<file path="config.mk">
export PLATFORM = sky130hd
export DESIGN_NAME = diff_drive_speed_frame_builder_unit
export DESIGN_NICKNAME = d
export VERILOG_FILES = /design/src/hdl/ddsfb_pkg.sv /design/src/hdl/ddsfb_frame_tx.sv /design/src/hdl/diff_drive_speed_frame_builder_unit.sv
export SDC_FILE = /design/constraint.sdc
export NUM_CORES = 2
export LEC_CHECK = 0
export BUFFER_PORTS_ARGS = -buffer_cell sky130_fd_sc_hd__buf_2
export CAP_MARGIN = 20
export CELL_PAD_IN_SITES_DETAIL_PLACEMENT = 2
export CELL_PAD_IN_SITES_GLOBAL_PLACEMENT = 2
export CORE_MARGIN = 3
export CORE_UTILIZATION = 43
export DETAILED_ROUTE_END_ITERATION = 10
export PLACE_DENSITY = 0.87
export SKIP_CTS_REPAIR_TIMING = 1
export SLEW_MARGIN = 15
export SYNTH_ARGS = -nofsm -noshare
export SYNTH_HDL_FRONTEND = slang
export SYNTH_HIERARCHICAL = 1
export SYNTH_SLANG_ARGS = --single-unit
export TNS_END_PERCENT = 10
</file>
<file path="constraint.sdc">
create_clock -name clk_i -period 12.85 [get_ports clk_i]
set_clock_uncertainty 0.2 [all_clocks]
set_input_delay 2.57 -clock clk_i [delete_from_list [all_inputs] [get_ports clk_i]]
set_output_delay 2.57 -clock clk_i [all_outputs]
set_load 0.1 [all_outputs]
</file>
<file path="src/hdl/ddsfb_pkg.sv">
`default_nettype none
package ddsfb_pkg;

  // Register port
  localparam int unsigned CFG_IDX_W  = 2;
  localparam int unsigned CFG_DATA_W = 24;

  localparam logic [CFG_IDX_W-1:0] REG_PULSES = 2'd0;
  localparam logic [CFG_IDX_W-1:0] REG_TRACK  = 2'd1;
  localparam logic [CFG_IDX_W-1:0] REG_MAXENC = 2'd2;

  localparam logic [23:0] PULSES_RST = 24'd256;
  localparam logic [15:0] TRACK_RST  = 16'd4096;
  localparam logic [14:0] MAXENC_RST = 15'd32767;

  // Frame bytes
  localparam logic [7:0] SYNC0     = 8'h55;
  localparam logic [7:0] SYNC1     = 8'hAA;
  localparam logic [7:0] LEN_SPEED = 8'h09;
  localparam logic [7:0] LEN_RESET = 8'h02;
  localparam logic [7:0] OP_SPEED  = 8'h01;
  localparam logic [7:0] OP_RESET  = 8'h05;

  // Position of the checksum byte in each frame kind
  localparam logic [3:0] SPEED_XOR_IDX = 4'd13;
  localparam logic [3:0] RESET_XOR_IDX = 4'd7;

  // Datapath widths
  localparam int unsigned MAG_W  = 56;  // |(V*8192 -/+ T*W) * P|
  localparam int unsigned ACC_W  = 58;  // division remainder, up to 3x divisor
  localparam int unsigned FRAC_W = 29;  // binary point of the wheel product
  localparam int unsigned QUO_W  = 15;  // quotient bits, as wide as max_encoding

  typedef struct packed {
    logic               command;
    logic signed [15:0] lin_vel;
    logic signed [15:0] ang_vel;
  } ddsfb_in_t;

  typedef struct packed {
    logic [7:0] frame_byte;
    logic       last;
  } ddsfb_out_t;

  typedef struct packed {
    logic        is_reset;
    logic [7:0]  seq;
    logic [15:0] left;
    logic [15:0] right;
  } ddsfb_frame_t;

  typedef enum logic [3:0] {
    S_IDLE,
    S_TWMUL,
    S_LSUM,
    S_LMUL,
    S_RSUM,
    S_RMUL,
    S_MAX,
    S_CMP,
    S_DIV_ADD,
    S_DIV_SUB,
    S_EMIT
  } ddsfb_state_e;

endpackage
`default_nettype wire

</file>
<file path="src/hdl/ddsfb_frame_tx.sv">
`default_nettype none
module ddsfb_frame_tx (
  input  logic                  clk_i,
  input  logic                  rst_ni,
  input  logic                  start_i,
  input  ddsfb_pkg::ddsfb_frame_t frame_i,
  output logic                  ready_o,
  output logic                  out_valid_o,
  input  logic                  out_stall_i,
  output ddsfb_pkg::ddsfb_out_t out_data_o
);
  import ddsfb_pkg::*;

  logic         busy_q;
  ddsfb_frame_t frame_q;
  logic [3:0]   idx_q;
  logic [7:0]   xor_q;
  logic         out_valid_q;
  ddsfb_out_t   out_q;

  logic       load;
  logic       at_last;
  logic [7:0] data_byte;
  logic [7:0] next_byte;

  assign load    = busy_q && (!out_valid_q || !out_stall_i);
  assign at_last = idx_q == (frame_q.is_reset ? RESET_XOR_IDX : SPEED_XOR_IDX);

  always_comb begin
    case (idx_q)
      4'd0: data_byte = SYNC0;
      4'd1: data_byte = SYNC1;
      4'd2: data_byte = frame_q.is_reset ? LEN_RESET : LEN_SPEED;
      4'd3: data_byte = frame_q.seq;
      4'd4: data_byte = frame_q.is_reset ? OP_RESET : OP_SPEED;
      4'd5: data_byte = frame_q.is_reset ? 8'h00 : frame_q.left[15:8];
      4'd6: data_byte = frame_q.is_reset ? 8'h00 : frame_q.left[7:0];
      4'd7: data_byte = frame_q.right[15:8];
      4'd8: data_byte = frame_q.right[7:0];
      default: data_byte = 8'h00;
    endcase
  end

  assign next_byte = at_last ? xor_q : data_byte;

  always_ff @(posedge clk_i or negedge rst_ni) begin
    if (!rst_ni) begin
      busy_q      <= 1'b0;
      out_valid_q <= 1'b0;
    end else begin
      if (start_i) begin
        busy_q <= 1'b1;
      end else if (load && at_last) begin
        busy_q <= 1'b0;
      end
      if (load) begin
        out_valid_q <= 1'b1;
      end else if (!out_stall_i) begin
        out_valid_q <= 1'b0;
      end
    end
  end

  always_ff @(posedge clk_i) begin
    if (start_i) begin
      frame_q <= frame_i;
      idx_q   <= '0;
      xor_q   <= '0;
    end else if (load) begin
      out_q.frame_byte <= next_byte;
      out_q.last       <= at_last;
      xor_q            <= xor_q ^ data_byte;
      idx_q            <= idx_q + 4'd1;
    end
  end

  assign ready_o     = !busy_q;
  assign out_valid_o = out_valid_q;
  assign out_data_o  = out_q;

endmodule
`default_nettype wire

</file>
<file path="src/hdl/diff_drive_speed_frame_builder_unit.sv">
`default_nettype none
// Differential-drive speed frame builder. A speed command (left/right wheel pulse rates from
// linear and angular speed, scaled down proportionally when either exceeds max_encoding)
// passes through one shared 32x24 multiplier and one shared 58-bit add/subtract unit,
// plus, only when scaling is needed, a shift-and-subtract division per wheel of 15 quotient
// steps; a reset command goes straight to the handoff. The 14-byte (speed) or 8-byte (reset)
// frame then leaves at one byte per cycle while out_stall_i is low, from an output
// register, overlapping the arithmetic of the next command. in_stall_o is high from accept
// until the frame is handed to the byte serializer, and the handoff also waits for the
// previous frame's bytes to be loaded.
module diff_drive_speed_frame_builder_unit (
  input  logic                                 clk_i,
  input  logic                                 rst_ni,
  input  logic                                 cfg_we_i,
  input  logic [ddsfb_pkg::CFG_IDX_W-1:0]      cfg_idx_i,
  input  logic [ddsfb_pkg::CFG_DATA_W-1:0]     cfg_data_i,
  input  logic                                 in_valid_i,
  output logic                                 in_stall_o,
  input  ddsfb_pkg::ddsfb_in_t                 in_data_i,
  output logic                                 out_valid_o,
  input  logic                                 out_stall_i,
  output ddsfb_pkg::ddsfb_out_t                out_data_o
);
  import ddsfb_pkg::*;

  // Configuration
  logic [23:0] ppm_q;
  logic [15:0] trk_q;
  logic [14:0] me_q;

  always_ff @(posedge clk_i or negedge rst_ni) begin
    if (!rst_ni) begin
      ppm_q <= PULSES_RST;
      trk_q <= TRACK_RST;
      me_q  <= MAXENC_RST;
    end else if (cfg_we_i) begin
      case (cfg_idx_i)
        REG_PULSES: ppm_q <= cfg_data_i;
        REG_TRACK:  trk_q <= cfg_data_i[15:0];
        REG_MAXENC: me_q  <= cfg_data_i[14:0];
        default: ;
      endcase
    end
  end

  ddsfb_state_e state_q, state_d;
  logic [7:0]   seq_q;
  logic [7:0]   fseq_q;
  logic         cmd_q;
  logic [15:0]  v_q;
  logic [15:0]  w_q;
  logic [30:0]  twm_q;
  logic [32:0]  sum_q;
  logic [MAG_W-1:0] lmag_q, rmag_q, dmax_q;
  logic         lneg_q, rneg_q;
  logic [ACC_W-1:0] rem_q;
  logic [QUO_W-1:0] quo_q;
  logic [3:0]   bit_q;
  logic         side_q;
  logic [15:0]  left_q, right_q;

  logic accept;
  logic tx_ready;
  logic tx_start;
  ddsfb_frame_t tx_frame;

  assign accept     = in_valid_i && !in_stall_o;
  assign in_stall_o = state_q != S_IDLE;
  assign tx_start   = (state_q == S_EMIT) && tx_ready;

  // Shared multiplier
  logic [15:0]      w_mag;
  logic [32:0]      sum_abs;
  logic [31:0]      mul_a;
  logic [23:0]      mul_b;
  logic [MAG_W-1:0] prod;

  assign w_mag   = w_q[15] ? 16'(-w_q) : w_q;
  assign sum_abs = sum_q[32] ? 33'(-sum_q) : sum_q;

  always_comb begin
    case (state_q)
      S_TWMUL: begin
        mul_a = {16'b0, w_mag};
        mul_b = {8'b0, trk_q};
      end
      default: begin
        mul_a = sum_abs[31:0];
        mul_b = ppm_q;
      end
    endcase
  end

  assign prod = mul_a * mul_b;

  // Shared add/subtract unit; carry out high on subtract means a >= b
  logic [ACC_W-1:0] alu_a, alu_b, alu_res;
  logic             alu_sub, alu_co;
  logic [ACC_W-1:0] s_ext;
  logic [MAG_W-1:0] cur_mag;
  logic             cur_neg;

  assign s_ext   = {{(ACC_W-29){v_q[15]}}, v_q, 13'b0};
  assign cur_mag = side_q ? rmag_q : lmag_q;
  assign cur_neg = side_q ? rneg_q : lneg_q;

  always_comb begin
    alu_a   = '0;
    alu_b   = '0;
    alu_sub = 1'b1;
    case (state_q)
      S_LSUM: begin
        alu_a   = s_ext;
        alu_b   = {{(ACC_W-31){1'b0}}, twm_q};
        alu_sub = !w_q[15];
      end
      S_RSUM: begin
        alu_a   = s_ext;
        alu_b   = {{(ACC_W-31){1'b0}}, twm_q};
        alu_sub = w_q[15];
      end
      S_MAX: begin
        alu_a = {2'b0, lmag_q};
        alu_b = {2'b0, rmag_q};
      end
      S_CMP: begin
        alu_a = {{(ACC_W-QUO_W-FRAC_W){1'b0}}, me_q, {FRAC_W{1'b0}}};
        alu_b = {2'b0, dmax_q};
      end
      S_DIV_ADD: begin
        alu_a   = {rem_q[ACC_W-2:0], 1'b0};
        alu_b   = me_q[bit_q] ? {2'b0, cur_mag} : '0;
        alu_sub = 1'b0;
      end
      S_DIV_SUB: begin
        alu_a = rem_q;
        alu_b = {2'b0, dmax_q};
      end
      default: ;
    endcase
  end

  assign {alu_co, alu_res} = {1'b0, alu_a} + {1'b0, alu_sub ? ~alu_b : alu_b}
                             + (ACC_W+1)'(alu_sub);

  // Unscaled wheels and finished quotient
  logic [15:0] lq16, rq16, qval;
  assign lq16 = lmag_q[FRAC_W+15:FRAC_W];
  assign rq16 = rmag_q[FRAC_W+15:FRAC_W];
  assign qval = cur_neg ? 16'(-{1'b0, quo_q}) : {1'b0, quo_q};

  // Sequencer
  always_ff @(posedge clk_i or negedge rst_ni) begin
    if (!rst_ni) begin
      state_q <= S_IDLE;
      seq_q   <= '0;
    end else begin
      state_q <= state_d;
      if (accept) begin
        seq_q <= seq_q + 8'd1;
      end
    end
  end

  always_comb begin
    state_d = state_q;
    case (state_q)
      S_IDLE:    if (accept) begin
        state_d = in_data_i.command ? S_EMIT : S_TWMUL;
      end
      S_TWMUL:   state_d = S_LSUM;
      S_LSUM:    state_d = S_LMUL;
      S_LMUL:    state_d = S_RSUM;
      S_RSUM:    state_d = S_RMUL;
      S_RMUL:    state_d = S_MAX;
      S_MAX:     state_d = S_CMP;
      S_CMP:     state_d = alu_co ? S_EMIT : S_DIV_ADD;
      S_DIV_ADD: state_d = S_DIV_SUB;
      S_DIV_SUB: begin
        if (alu_co) begin
          state_d = S_DIV_SUB;
        end else if (bit_q == 4'd0) begin
          state_d = side_q ? S_EMIT : S_DIV_ADD;
        end else begin
          state_d = S_DIV_ADD;
        end
      end
      S_EMIT:    if (tx_ready) begin
        state_d = S_IDLE;
      end
      default:   state_d = S_IDLE;
    endcase
  end

  // Datapath
  always_ff @(posedge clk_i) begin
    case (state_q)
      S_IDLE: if (accept) begin
        cmd_q  <= in_data_i.command;
        v_q    <= in_data_i.lin_vel;
        w_q    <= in_data_i.ang_vel;
        fseq_q <= seq_q;
      end
      S_TWMUL: twm_q <= prod[30:0];
      S_LSUM:  sum_q <= alu_res[32:0];
      S_LMUL: begin
        lmag_q <= prod;
        lneg_q <= sum_q[32];
      end
      S_RSUM:  sum_q <= alu_res[32:0];
      S_RMUL: begin
        rmag_q <= prod;
        rneg_q <= sum_q[32];
      end
      S_MAX:   dmax_q <= alu_co ? lmag_q : rmag_q;
      S_CMP: begin
        if (alu_co) begin
          left_q  <= lneg_q ? 16'(-lq16) : lq16;
          right_q <= rneg_q ? 16'(-rq16) : rq16;
        end else begin
          rem_q  <= '0;
          quo_q  <= '0;
          bit_q  <= 4'(QUO_W - 1);
          side_q <= 1'b0;
        end
      end
      S_DIV_ADD: begin
        rem_q <= alu_res;
        quo_q <= {quo_q[QUO_W-2:0], 1'b0};
      end
      S_DIV_SUB: begin
        if (alu_co) begin
          // remainder still at or above the divisor: take one more out
          rem_q <= alu_res;
          quo_q <= quo_q + QUO_W'(1);
        end else if (bit_q == 4'd0) begin
          if (side_q) begin
            right_q <= qval;
          end else begin
            left_q <= qval;
          end
          side_q <= 1'b1;
          rem_q  <= '0;
          quo_q  <= '0;
          bit_q  <= 4'(QUO_W - 1);
        end else begin
          bit_q <= bit_q - 4'd1;
        end
      end
      default: ;
    endcase
  end

  assign tx_frame.is_reset = cmd_q;
  assign tx_frame.seq      = fseq_q;
  assign tx_frame.left     = left_q;
  assign tx_frame.right    = right_q;

  ddsfb_frame_tx u_tx (
    .clk_i       (clk_i),
    .rst_ni      (rst_ni),
    .start_i     (tx_start),
    .frame_i     (tx_frame),
    .ready_o     (tx_ready),
    .out_valid_o (out_valid_o),
    .out_stall_i (out_stall_i),
    .out_data_o  (out_data_o)
  );

  function automatic logic [15:0] mag16(input logic [15:0] x);
    return x[15] ? 16'(-x) : x;
  endfunction

  a_seq_advance : assert property (@(posedge clk_i) disable iff (!rst_ni)
    accept |=> seq_q == $past(seq_q) + 8'd1)
    else $error("sequence number did not advance on command transfer");

  a_quo_bound : assert property (@(posedge clk_i) disable iff (!rst_ni)
    (state_q == S_DIV_ADD || state_q == S_DIV_SUB) |-> quo_q <= me_q)
    else $error("partial quotient above max_encoding");

  a_wheel_bound : assert property (@(posedge clk_i) disable iff (!rst_ni)
    (state_q == S_EMIT && !cmd_q) |->
      (mag16(left_q) <= {1'b0, me_q} && mag16(right_q) <= {1'b0, me_q}))
    else $error("wheel value exceeds max_encoding");

endmodule
`default_nettype wire
</file>
==> summary by stage <==
Run status
The flow ran to the end, and the final reports show no timing, DRC or antenna violations.

Synthesis
After synthesis, the cell types taking the most area are sky130_fd_sc_hd__fa_1 (25%), sky130_fd_sc_hd__edfxtp_1 (25%), sky130_fd_sc_hd__ha_1 (6.0%), sky130_fd_sc_hd__inv_1 (5.7%), sky130_fd_sc_hd__nand2_1 (4.7%). The mean post-synth cell area is 9.88 um^2. After synthesis the cells add up to 52000 um^2.

The Yosys step of the flow raised 6 warnings. For this run, the leading register cell type out of synthesis is sky130_fd_sc_hd__edfxtp_1. In this run, synthesis inferred 435 flip-flops with an integrated enable. Sequential cells were found to cover 29.0% of the synthesized design area. The dominant cell by count in the synthesized netlist is sky130_fd_sc_hd__inv_1. The number of nets in the synthesized netlist is 6234. Yosys mapped the design onto 91 distinct sky130hd cell types. The share of flip-flops with an asynchronous set or reset after synthesis is 13.4%.

The top-area cell type share of the netlist area is 25.4%. The number of instances in the synthesized netlist is 5260. The post-synthesis cell type with the largest combined area is sky130_fd_sc_hd__fa_1. Sorting the synthesized cells by how often they occur yields sky130_fd_sc_hd__inv_1 (785), sky130_fd_sc_hd__fa_1 (659), sky130_fd_sc_hd__nand2_1 (657), sky130_fd_sc_hd__nor2_1 (471), sky130_fd_sc_hd__edfxtp_1 (435). Synthesis inferred 516 register bits.

CTS
The H-tree generated during clock tree synthesis spans 2 levels. The CTS buffer count is 61. The clock tree from TritonCTS is done. The clock drives 516 sinks.

The cell sitting at the root of the clock tree is a sky130_fd_sc_hd__clkbuf_16. The clock edge transition at the registers on the reported setup and hold paths is 0.07 ns. The later pin in the worst-skew pair is clocked with a latency of 0.73 ns. The buffer levels on the longest clock path is 3.

Die
From bottom edge to top edge, the die measures 354 um. The area inside the core boundary is 119000 um^2. The floorplan die area is 125000 um^2.

The width of the die is 354 um. The floorplan has 126 rows. In this run the count of I/O pins placed on the die edge is 75. The initial utilization of the core area, before any placement, comes to 43.7%.

Timing
The summed negative setup slack over all endpoints is 0 ns. Measured against its own limit, the worst slew margin works out to 17.2%. Hold timing on the final database bottoms out at a slack of 0.213 ns.

The number of pins exceeding their max-slew limit in the final report is 0. Setup violations remaining at the end of the flow were counted as 0. The measured slew at the worst slew-check pin is 1.24 ns.

Once routing completed, OpenROAD measured the worst setup slack at 1.06 ns. Setup repair after global routing left no endpoint under its margin. The number of endpoints with negative hold slack in the final report came to 0.

The final critical path takes up 91.7% of the cycle. Subtracting the final worst setup slack from the clock period gives 11.79 ns. The highest attainable clock frequency is 84.9 MHz.

Place
The weighted congestion reported at the end of routability-driven placement is 0.922. The post-placement cell area is 54100 um^2. The pre-CTS setup slack is 1.33 ns. Input and output buffers added on the ports amount to 74. Summed over all nets, the half-perimeter wirelength after detailed placement is 173 mm.

GRT
The first global-routing pass estimated 343 mm of wire. The via count of the first global-routing pass was 50082. The total grt overflow is 0. The initial antenna violation count is 9. The largest net degree at the start of global routing is 169.

Across every metal layer, demand over resource in global routing totals 36.7%.

Worst setup path
For this design, the slowest cell found on the critical path is sky130_fd_sc_hd__edfxtp_1. The nature of the critical path endpoint is a register. The class of the most critical setup path is register to register. For the worst setup path, the data arrival time is 11.99 ns.

The required time reported for the critical path endpoint is 13.06 ns. The worst register-to-register path begins at sum_q[0]$_DFFE_PN_. In this run the worst path has a maximum fanout of 10. The worst setup path is launched from a register. The delay of the slowest cell on the worst path is 0.60 ns. In this design, the critical path's most frequently occurring cell is sky130_fd_sc_hd__fa_1. The most critical setup path has its startpoint at sum_q[0]$_DFFE_PN_.

Job
The tool flagged a number of max-cap violations equal to 0.

Worst hold path
The worst hold path begins at left_q[13]$_DFFE_PP_. The path class of the tightest hold or removal check is register to register.

Drt
The length of the first detailed-routing pass in iterations is 8. The wire length reported by the detailed router is 232 mm. Dividing the detail-routed wire length by the instance count gives 33.9 um. After the first detailed-routing iteration, the DRC count stood at 4272.

Using the TritonRoute via totals, the vias-per-cell ratio works out to 6.34. The DRC violations left is 0. The total number of vias is 43476. In this run the remaining antenna-violating nets after routing total 0.

Cells and area
The net count of the finished layout is 6173. The finished cells cover 56100 um^2. Of the cells placed in the final design, the portion with a size suffix greater than 1 is 8.91%. The synthesis-to-layout area growth is 7.90%.
[through the flow]
| step | cells | util (%) |
|---|---|---|
| floorplan | 5260 | - |
| global placement | 6734 | 45.4 |
| detailed placement | 6734 | 45.4 |
| CTS | 6850 | 47.1 |
| global route | 6852 | 47.1 |
| finish | 6854 | 47.1 |
[final timing paths]
path | to | depth (start not counted) | slack (ns)
min reg2reg | u_tx/frame_q[29]$_DFFE_PP_ | 0 | 0.21
max | rmag_q[51]$_DFFE_PP_ | 35 | 1.06
max reg2reg | rmag_q[51]$_DFFE_PP_ | 35 | 1.06
min in group asynchronous | u_tx/busy_q$_DFFE_PN0P_ | 1 | 1.58
min | u_tx/frame_q[29]$_DFFE_PP_ | 0 | 0.21
max in group asynchronous | ppm_q[2]$_DFFE_PN0P_ | 2 | 9.57
[cell usage in the layout, fill, tap and decap left out, types with 50 or more instances in the layout]
| master | instances |
|---|---|
| sky130_fd_sc_hd__mux2i_1 | 103 |
| sky130_fd_sc_hd__nand3_1 | 50 |
| sky130_fd_sc_hd__buf_2 | 73 |
| sky130_fd_sc_hd__edfxtp_1 | 435 |
| sky130_fd_sc_hd__buf_4 | 89 |
| sky130_fd_sc_hd__xnor2_1 | 128 |
| sky130_fd_sc_hd__ha_1 | 251 |
| sky130_fd_sc_hd__a21oi_1 | 172 |
| sky130_fd_sc_hd__mux2_2 | 116 |
| sky130_fd_sc_hd__a21o_1 | 75 |
| sky130_fd_sc_hd__inv_1 | 784 |
| sky130_fd_sc_hd__clkbuf_16 | 61 |
| sky130_fd_sc_hd__o21ai_0 | 187 |
| sky130_fd_sc_hd__nor2b_1 | 54 |
| sky130_fd_sc_hd__nor2_1 | 469 |
| sky130_fd_sc_hd__fa_1 | 659 |
| sky130_fd_sc_hd__dfrtp_1 | 51 |
| sky130_fd_sc_hd__nand2_1 | 657 |
| sky130_fd_sc_hd__xor2_1 | 116 |
| sky130_fd_sc_hd__and2_1 | 61 |
[sequential cells by signal (all words and copies together) (netlist names), 24 cells and up]
register	flops
u_tx/frame_q	41
twm_q	31
sum_q	33
lmag_q	56
rmag_q	56
dmax_q	56
ppm_q	24
rem_q	58
[worst max-delay path, delay by kind of cell (launching register included)]
family                   cells  cell delay [ns]
adder cells (fa/ha/maj)      9             4.32
AO/OA/AOI/OAI               10             2.52
AND/OR/NAND/NOR              9             2.84
buffers and inverters        5             0.66
flip-flops                   1             0.60
XOR/XNOR                     2             0.33
[layout make-up]
| class | count | area [um^2] |
|---|---|---|
| fillers | 12329 | 62900 |
| diodes | 2 | 5.00 |
| flip-flops and latches | 516 | 15100 |
| clock buffers | 79 | 1640 |
| clock inverters | 37 | 355 |
| multi-input cells | 3671 | 33000 |
| well taps | 1600 | 2000 |
| inverters | 785 | 2950 |
| repair buffers | 164 | 1070 |
[logic make-up (layout without fill, tap and decap cells)]
kind of cell	count (synthesis)	count (layout)	share of synthesized area, %
simple gates	1521	1521	12.9
buf+inv	1073	1065	7.86
fa+ha+maj	910	910	31.4
compound gates	761	761	9.90
flops	516	516	29.0
xor+xnor	245	245	4.14
mux	234	234	4.86
other cells	0	2	0
[metal layers]
layer,wire [um],vias to the layer above,track usage [%],part of all wire (%)
li1,-,17162,-,-
met1,83100,22694,43.0,36
met2,111000,2696,61.5,48
met3,22300,920,9.39,9.6
met4,15800,4,20.7,6.8
met5,27,-,0,0.012
Power is not shown: default switching activity piles up to over one toggle a cycle in this logic, so the estimate is an artifact.
